**src/rtl/swaf_pkg.sv**
```systemverilog
// shared types and constants for the sliding window anagram finder
`timescale 1ns / 1ps
`default_nettype none

package swaf_pkg;

  localparam int ALPHABET  = 26;
  localparam int LETTER_W  = 5;
  localparam int OP_W      = 2;
  localparam int START_W   = 20;
  localparam int DIFF_W    = $clog2(ALPHABET + 1);
  localparam int IN_DATA_W = 8;
  localparam int OUT_DATA_W = 24;

  typedef enum logic [OP_W-1:0] {
    OP_CLEAR   = 2'd0,
    OP_PATTERN = 2'd1,
    OP_TEXT    = 2'd2
  } op_t;

  // per-bin update controls
  typedef struct packed {
    logic clr;
    logic pat_inc;
    logic win_inc;
    logic win_dec;
  } bin_ctrl_t;

  // change of the bin's mismatch state across this update
  typedef struct packed {
    logic rise;
    logic fall;
  } bin_stat_t;

endpackage

`default_nettype wire

```
**src/rtl/swaf_ram.sv**
```systemverilog
// generic single write port ram with registered read
`timescale 1ns / 1ps
`default_nettype none

module swaf_ram #(
  parameter int WIDTH = 8,
  parameter int DEPTH = 64,
  localparam int AW = (DEPTH > 1) ? $clog2(DEPTH) : 1
) (
  input  wire logic             clk,
  input  wire logic             we,
  input  wire logic [AW-1:0]    waddr,
  input  wire logic [WIDTH-1:0] wdata,
  input  wire logic [AW-1:0]    raddr,
  output logic      [WIDTH-1:0] rdata
);

  logic [WIDTH-1:0] mem [DEPTH];

  always_ff @(posedge clk) begin
    if (we) begin
      mem[waddr] <= wdata;
    end
    rdata <= mem[raddr];
  end

endmodule

`default_nettype wire

```
**src/rtl/swaf_bin.sv**
```systemverilog
// one histogram bin: pattern and window counts and their mismatch change
`timescale 1ns / 1ps
`default_nettype none

module swaf_bin import swaf_pkg::*; #(
  parameter int CNT_W = 7
) (
  input  wire logic      clk,
  input  wire logic      rst,
  input  wire bin_ctrl_t ctrl,
  output bin_stat_t      stat
);

  logic [CNT_W-1:0] pat_cnt;
  logic [CNT_W-1:0] win_cnt;
  logic [CNT_W-1:0] pat_cnt_next;
  logic [CNT_W-1:0] win_cnt_next;
  logic [CNT_W:0]   win_up;
  logic [CNT_W:0]   win_fin;
  logic             differs_now;
  logic             differs_next;

  always_comb begin
    pat_cnt_next = pat_cnt + CNT_W'(ctrl.pat_inc);
    win_up       = {1'b0, win_cnt} + (CNT_W+1)'(ctrl.win_inc);
    // the incoming letter is counted before the outgoing one leaves
    win_fin      = (ctrl.win_dec && (win_up != '0)) ? win_up - (CNT_W+1)'(1) : win_up;
    win_cnt_next = win_fin[CNT_W-1:0];
    differs_now  = pat_cnt != win_cnt;
    differs_next = {1'b0, pat_cnt_next} != win_fin;
    stat.rise    = !differs_now && differs_next;
    stat.fall    = differs_now && !differs_next;
  end

  always_ff @(posedge clk) begin
    if (rst || ctrl.clr) begin
      pat_cnt <= '0;
      win_cnt <= '0;
    end else begin
      pat_cnt <= pat_cnt_next;
      win_cnt <= win_cnt_next;
    end
  end

endmodule

`default_nettype wire

```
**src/rtl/sliding_window_anagram_finder_core.sv**
```systemverilog
// top level of the sliding window anagram finder
// a text letter gives its result through the input register and the result register;
// clear and pattern items give none; one item per cycle unless text waits on the output
// the delay line ram is read ahead, with a bypass for a one-letter pattern
// reset (rst, synchronous) empties both histograms and the pipeline registers
// and starts with no pattern, the same state that a clear item leaves
`timescale 1ns / 1ps
`default_nettype none

module sliding_window_anagram_finder_core import swaf_pkg::*; #(
  parameter int MAX_PATTERN   = 64,
  parameter int POSITION_BITS = 20
) (
  input  wire logic                  clk,
  input  wire logic                  rst,
  input  wire logic                  s_axis_tvalid,
  output logic                       s_axis_tready,
  input  wire logic [IN_DATA_W-1:0]  s_axis_tdata,  // letter[4:0], zero fill
  input  wire logic [OP_W-1:0]       s_axis_tuser,  // operation[1:0]
  output logic                       m_axis_tvalid,
  input  wire logic                  m_axis_tready,
  output logic [OUT_DATA_W-1:0]      m_axis_tdata   // window_full, match, start_index[19:0]
);

  localparam int LW = $clog2(MAX_PATTERN + 1);
  localparam int AW = (MAX_PATTERN > 1) ? $clog2(MAX_PATTERN) : 1;
  localparam int PB = POSITION_BITS;

  // input register
  logic                in_valid;
  logic [OP_W-1:0]     in_op;
  logic [LETTER_W-1:0] in_letter;

  // result register
  logic               out_valid;
  logic               out_full;
  logic               out_match;
  logic [START_W-1:0] out_start;

  // job state
  logic [LW-1:0]     pattern_len, pattern_len_next;
  logic [LW-1:0]     fill_count, fill_count_next;
  logic [PB-1:0]     text_count, text_count_next;
  logic [DIFF_W-1:0] diff_count, diff_count_next;
  logic              text_begun, text_begun_next;
  logic [AW-1:0]     wptr, wptr_next;

  logic                byp_hit;
  logic [LETTER_W-1:0] byp_letter;
  logic [LETTER_W-1:0] ram_rdata;
  logic [AW-1:0]       raddr;
  logic [LW-1:0]       rd_dist;
  logic [LW-1:0]       wptr_ext;

  logic                letter_ok, is_clear, is_pat, is_text;
  logic                out_free, advance;
  logic                do_pat, do_text, win_touch, drop, use_out;
  logic                has_len, was_full, full_now;
  logic [LETTER_W-1:0] outgoing;
  logic [1:0]          up_cnt, down_cnt;
  logic [PB-1:0]       start_pos;

  bin_ctrl_t bin_ctrl [ALPHABET];
  logic [ALPHABET-1:0] rise_vec;
  logic [ALPHABET-1:0] fall_vec;

  always_comb begin
    letter_ok = in_letter < LETTER_W'(ALPHABET);
    is_clear  = in_valid && (in_op == OP_CLEAR);
    is_pat    = in_valid && (in_op == OP_PATTERN) && letter_ok && !text_begun
                && (pattern_len < LW'(MAX_PATTERN));
    is_text   = in_valid && (in_op == OP_TEXT) && letter_ok;
    out_free  = !out_valid || m_axis_tready;
    advance   = in_valid && (!is_text || out_free);
    do_pat    = is_pat && advance;
    do_text   = is_text && advance;
    has_len   = pattern_len != '0;
    was_full  = fill_count >= pattern_len;
    win_touch = do_text && has_len;
    drop      = win_touch && was_full;
    outgoing  = byp_hit ? byp_letter : ram_rdata;
    // the outgoing bin only counts separately when it differs from the incoming one
    use_out   = drop && (outgoing != in_letter) && (outgoing < LETTER_W'(ALPHABET));
  end

  assign s_axis_tready = !in_valid || advance;

  genvar gi;
  generate
    for (gi = 0; gi < ALPHABET; gi++) begin : g_bin
      always_comb begin
        bin_ctrl[gi].clr     = is_clear;
        bin_ctrl[gi].pat_inc = do_pat && (in_letter == LETTER_W'(gi));
        bin_ctrl[gi].win_inc = win_touch && (in_letter == LETTER_W'(gi));
        bin_ctrl[gi].win_dec = drop && (outgoing == LETTER_W'(gi));
      end

      bin_stat_t stat;

      swaf_bin #(
        .CNT_W (LW)
      ) u_bin (
        .clk  (clk),
        .rst  (rst),
        .ctrl (bin_ctrl[gi]),
        .stat (stat)
      );

      assign rise_vec[gi] = stat.rise;
      assign fall_vec[gi] = stat.fall;
    end
  endgenerate

  always_comb begin
    up_cnt   = 2'(letter_ok && rise_vec[in_letter]) + 2'(use_out && rise_vec[outgoing]);
    down_cnt = 2'(letter_ok && fall_vec[in_letter]) + 2'(use_out && fall_vec[outgoing]);

    pattern_len_next = pattern_len;
    fill_count_next  = fill_count;
    text_count_next  = text_count;
    diff_count_next  = diff_count;
    text_begun_next  = text_begun;
    wptr_next        = wptr;

    if (is_clear) begin
      pattern_len_next = '0;
      fill_count_next  = '0;
      text_count_next  = '0;
      diff_count_next  = '0;
      text_begun_next  = 1'b0;
      wptr_next        = '0;
    end else begin
      if (do_pat || do_text) begin
        diff_count_next = diff_count + DIFF_W'(up_cnt) - DIFF_W'(down_cnt);
      end
      if (do_pat) begin
        pattern_len_next = pattern_len + LW'(1);
      end
      if (do_text) begin
        text_begun_next = 1'b1;
        text_count_next = text_count + PB'(1);
      end
      if (win_touch) begin
        if (!was_full) begin
          fill_count_next = fill_count + LW'(1);
        end
        wptr_next = (wptr == AW'(MAX_PATTERN - 1)) ? '0 : wptr + AW'(1);
      end
    end

    // prefetch the letter that leaves the window on the next text transaction
    wptr_ext = LW'(wptr_next);
    if (wptr_ext >= pattern_len_next) begin
      rd_dist = wptr_ext - pattern_len_next;
    end else begin
      rd_dist = (LW'(MAX_PATTERN) - pattern_len_next) + wptr_ext;
    end
    raddr = rd_dist[AW-1:0];

    full_now  = fill_count_next >= pattern_len;
    start_pos = text_count + PB'(1) - PB'(pattern_len);
  end

  swaf_ram #(
    .WIDTH (LETTER_W),
    .DEPTH (MAX_PATTERN)
  ) u_delay (
    .clk   (clk),
    .we    (win_touch),
    .waddr (wptr),
    .wdata (in_letter),
    .raddr (raddr),
    .rdata (ram_rdata)
  );

  always_ff @(posedge clk) begin
    if (rst) begin
      in_valid    <= 1'b0;
      out_valid   <= 1'b0;
      pattern_len <= '0;
      fill_count  <= '0;
      text_count  <= '0;
      diff_count  <= '0;
      text_begun  <= 1'b0;
      wptr        <= '0;
      byp_hit     <= 1'b0;
    end else begin
      if (s_axis_tready) begin
        in_valid <= s_axis_tvalid;
      end
      if (do_text) begin
        out_valid <= 1'b1;
      end else if (m_axis_tready) begin
        out_valid <= 1'b0;
      end
      pattern_len <= pattern_len_next;
      fill_count  <= fill_count_next;
      text_count  <= text_count_next;
      diff_count  <= diff_count_next;
      text_begun  <= text_begun_next;
      wptr        <= wptr_next;
      byp_hit     <= win_touch && (wptr == raddr);
    end
  end

  always_ff @(posedge clk) begin
    if (s_axis_tready) begin
      in_op     <= s_axis_tuser;
      in_letter <= s_axis_tdata[LETTER_W-1:0];
    end
    byp_letter <= in_letter;
    if (do_text) begin
      out_full  <= full_now;
      out_match <= full_now && has_len && (diff_count_next == '0);
      out_start <= START_W'(start_pos);
    end
  end

  assign m_axis_tvalid = out_valid;
  assign m_axis_tdata  = {{(OUT_DATA_W - START_W - 2){1'b0}}, out_start, out_match, out_full};

  // the mismatch count never exceeds the number of bins
  a_diff_range: assert property (@(posedge clk) disable iff (rst)
    diff_count <= DIFF_W'(ALPHABET))
    else $error("mismatch count out of range");

  // the window never holds more letters than the pattern
  a_fill_le_len: assert property (@(posedge clk) disable iff (rst)
    fill_count <= pattern_len)
    else $error("window fill exceeds pattern length");

  // no letter enters the delay line before text has begun
  a_idle_line: assert property (@(posedge clk) disable iff (rst)
    !text_begun |-> (fill_count == '0) && (wptr == '0))
    else $error("delay line moved before text");

  // a match is only reported for a full window
  a_match_full: assert property (@(posedge clk) disable iff (rst)
    out_valid && out_match |-> out_full)
    else $error("match without full window");

  // a text transaction always loads the result register next cycle
  a_result_load: assert property (@(posedge clk) disable iff (rst)
    do_text |=> out_valid)
    else $error("text transaction lost its result");

endmodule

`default_nettype wire

```
**config.mk**
```make
export PLATFORM = sky130hd
export DESIGN_NAME = sliding_window_anagram_finder_core
export DESIGN_NICKNAME = d
export VERILOG_FILES = /design/src/rtl/swaf_pkg.sv /design/src/rtl/swaf_ram.sv /design/src/rtl/swaf_bin.sv /design/src/rtl/sliding_window_anagram_finder_core.sv
export SDC_FILE = /design/constraint.sdc
export NUM_CORES = 2
export LEC_CHECK = 0
export ABC_AREA = 0
export BUFFER_PORTS_ARGS = -buffer_cell sky130_fd_sc_hd__clkbuf_2
export CORE_UTILIZATION = 36
export DETAILED_ROUTE_END_ITERATION = 16
export RECOVER_POWER = 50
export SYNTH_ARGS = -nofsm -noshare
export SYNTH_HDL_FRONTEND = slang
export SYNTH_SLANG_ARGS = --single-unit
```
**constraint.sdc**
```tcl
create_clock -name clk -period 18.4 [get_ports clk]
set_input_delay 1.84 -clock clk [delete_from_list [all_inputs] [get_ports clk]]
set_output_delay 1.84 -clock clk [all_outputs]
set_load 0.05 [all_outputs]
```
==> results.yml <==
run_status:
  status: "finished with violations"
  violations: "max-capacitance violations, max-slew violations"
cts:
  cts-root-buf: "clkbuf_16"
  cts_num_sinks: 772
  clockBufferDepth: 3
  cts_tree: "done"
  htree_levels: 3
  post_cts_resized: 0
  clk_latency_ns: 0.73
  ctsHoldBuffers: 0
  numCtsBuffers: 90
  cts_setup_buffers: 0
  clk_pin_slew_ns: 0.06
critical_path:
  path_max_fanout: 83
  critical_path.slowest_cell: "clkbuf_1"
  r2r_setup_slack_ns: 5.09
  worstSetupPathType: "flop to flop"
  cp_top_family: "compound AO/OA/AOI/OAI gates"
  critPathBufInv: 4
  worstSetupStartpointType: "flop"
  crit_start: "in_letter[3]$_DFFE_PP_"
  worstSetupEndpointType: "flop"
  required_ns: 19.00
  critical_path.max_stage_delay_ns: 2.87
  worst_r2r_startpoint: "in_letter[3]$_DFFE_PP_"
  cp.arrival_ns: 13.91
finish:
  finalInstanceArea_um2: 53700
  drive_above_1_share_pct: 7.81
  nets: 5151
  antenna_cells: 0
  syn2layout_area_growth_pct: 9.48
global_route:
  grt-ovfl-total: 0
  grt_usage_pct: 18.4
  grt.busiest_layer: "met2"
  grt_use_met1_pct: 25.8
  use_met2_pct: 29.4
  grt_max_degree: 84
  first_global_vias: 35800
  grt_use_met3_pct: 2.64
  grt_pass1_wl_um: 202000
  antenna_found_initial: 1
route:
  wl_per_cell_um: 18.9
  wirelength_um: 128000
  drtIter0Drc: 2828
  vias_per_cell: 5.48
  drt_pass1_iterations: 5
  vias: 37300
  ant_nets: 0
  drc_errors: 0
synthesis:
  synth_top_cells_by_count: "nor2_1 (619), xnor2_1 (493), dfxtp_1 (423)"
  synth_cell_types: 123
  synth_top_area_share_pct: 21.4
  yosysMostFrequentCell: "nor2_1"
  syn_area_um2: 49000
  synth_edf_count: 349
  ys_async_sr_fraction_pct: 0
  syn_avg_cell_area_um2: 9.70
  ys_ff_latch: 772
  yosysTopAreaCell: "edfxtp_1"
  synth_ff_type: "dfxtp_1"
  synth_cells: 5055
  ys_top_cells_by_area: "edfxtp_1 (21%), dfxtp_1 (17%), xnor2_1 (8.8%)"
  ys_seq_area_share_pct: 38.7
  ys_warn_count: 0
timing:
  worst_pin_slew_ns: 4.14
  skew_ns: 0.0637
  setup_viol: 0
  timing.final.crit_share_pct: 72.3
  fmax_mhz: 75.1
  final_max_slew_viol_count: 431
  slew-limit-headroom_pct: -176
  hold_viol: 0
  finalCriticalPeriod_ns: 13.31
  rsz0062_at_grt: "no"
  tns_ns: 0
pwr:
  p_total_uw: 3860
  p_leak_uw: 0.0195
  power_density_nw_per_um2: 71.9
  peakVddDrop_mv: 0.0741
placement:
  hpwlAfterDp_um: 89800
  dpl_cell_area_um2: 50700
  place.gp.congestion: 0.908
  port-buffer-count: 34
floorplan:
  fp-row-count: 135
  core_um2: 135000
  die-width_um: 371
  chipHeight_um: 371
  start_util_pct: 36.2
  ios: 40
  dieArea_um2: 138000
worst_hold_path:
  hold_class: "flop to flop"
  holdCritStartpoint: "text_begun$_SDFFE_PP0P_"
flow_run:
  maxCapViolations: 7
==> worst reg2reg max path: cells and delay by family (launching register included) <==
family	cells	cell delay [ns]
adders and majority gates	6	2.08
xor gates and xnor gates	2	0.47
AOI/OAI and AO/OA	13	3.95
DFF	1	0.32
and+or+nand+nor	9	2.83
buffers and inverters	4	3.53
==> power by group <==
group	switching, µW	internal [µW]
Combinational	157	67.0
Clock	779	1050
Sequential	6.22	1800
Total	942	2920
==> metrics by stage <==
stage	setup slack, ns	hold slack (ns)	utilization [%]	std cells
after CTS	8.56	0.473	39.7	6797
final	5.09	0.476	39.7	6797
after floorplan	9.44	0.431	-	5056
after global routing	4.45	0.509	39.7	6797
after global placement	7.92	0.448	37.5	6630
after detailed placement	7.81	0.461	37.5	6630
==> kinds of logic (layout without fill, tap and decap cells) <==
logic type               after synthesis  count (layout)  share of synthesized area (%)
adder cells (fa/ha/maj)              196             196                           5.08
other                                  1               2                        0.00765
XOR/XNOR                             919             919                           17.1
AND/OR/NAND/NOR                     2029            2029                           21.3
buffers and inverters                381             341                           3.05
multiplexers                         182             182                           6.35
flip-flops                           772             772                           38.7
AO/OA/AOI/OAI                        575             575                           8.38
==> layout by cell type, fill, tap and decap left out, types with 53 or more instances in the layout <==
cell type / n
xor2_1: 399
mux4_2: 100
and2_1: 136
a21oi_1: 116
edfxtp_1: 349
nand4_1: 107
dfxtp_1: 423
xnor2_1: 491
nand2_1: 287
nor3_1: 117
mux2i_1: 56
nand3_1: 267
ha_1: 190
nor2_1: 617
o21ai_0: 76
clkbuf_1: 53
inv_1: 94
and3_1: 94
nor4_1: 81
clkbuf_16: 90
==> sequential cells by signal, summed over array words and instances, names as in the netlist, 2 cells and up <==
signal and cells:
u_delay.mem 320, g_bin.u_bin.pat_cnt 182, g_bin.u_bin.win_cnt 182, out_start 20, text_count 20, fill_count 7
pattern_len 7, wptr 6, byp_letter 5, diff_count 5, in_letter 5, u_delay.rdata 5
in_op 2
==> worst paths after layout <==
path	end	cells past startpoint
hold reg to reg	text_begun$_SDFFE_PP0P_	2
hold / removal	text_begun$_SDFFE_PP0P_	2
setup / recovery	out_match$_DFFE_PP_	34
setup reg to reg	out_match$_DFFE_PP_	34
==> metal layers <==
layer	up-vias	wire length [µm]
met1	18100	60000
li1	18000	-
met2	1021	58000
met5	-	0
met3	198	7200
met4	0	3060
==> layout make-up <==
class	instances	area (µm²)
timing repair buffer	77	429
inverter	97	364
tap	1781	2230
clock inverter	44	534
clock buffer	123	2510
multi-input combinational	3903	28700
sequential	772	18900
fill	13100	81600
No activity file was read; power rests on OpenSTA's default activity.
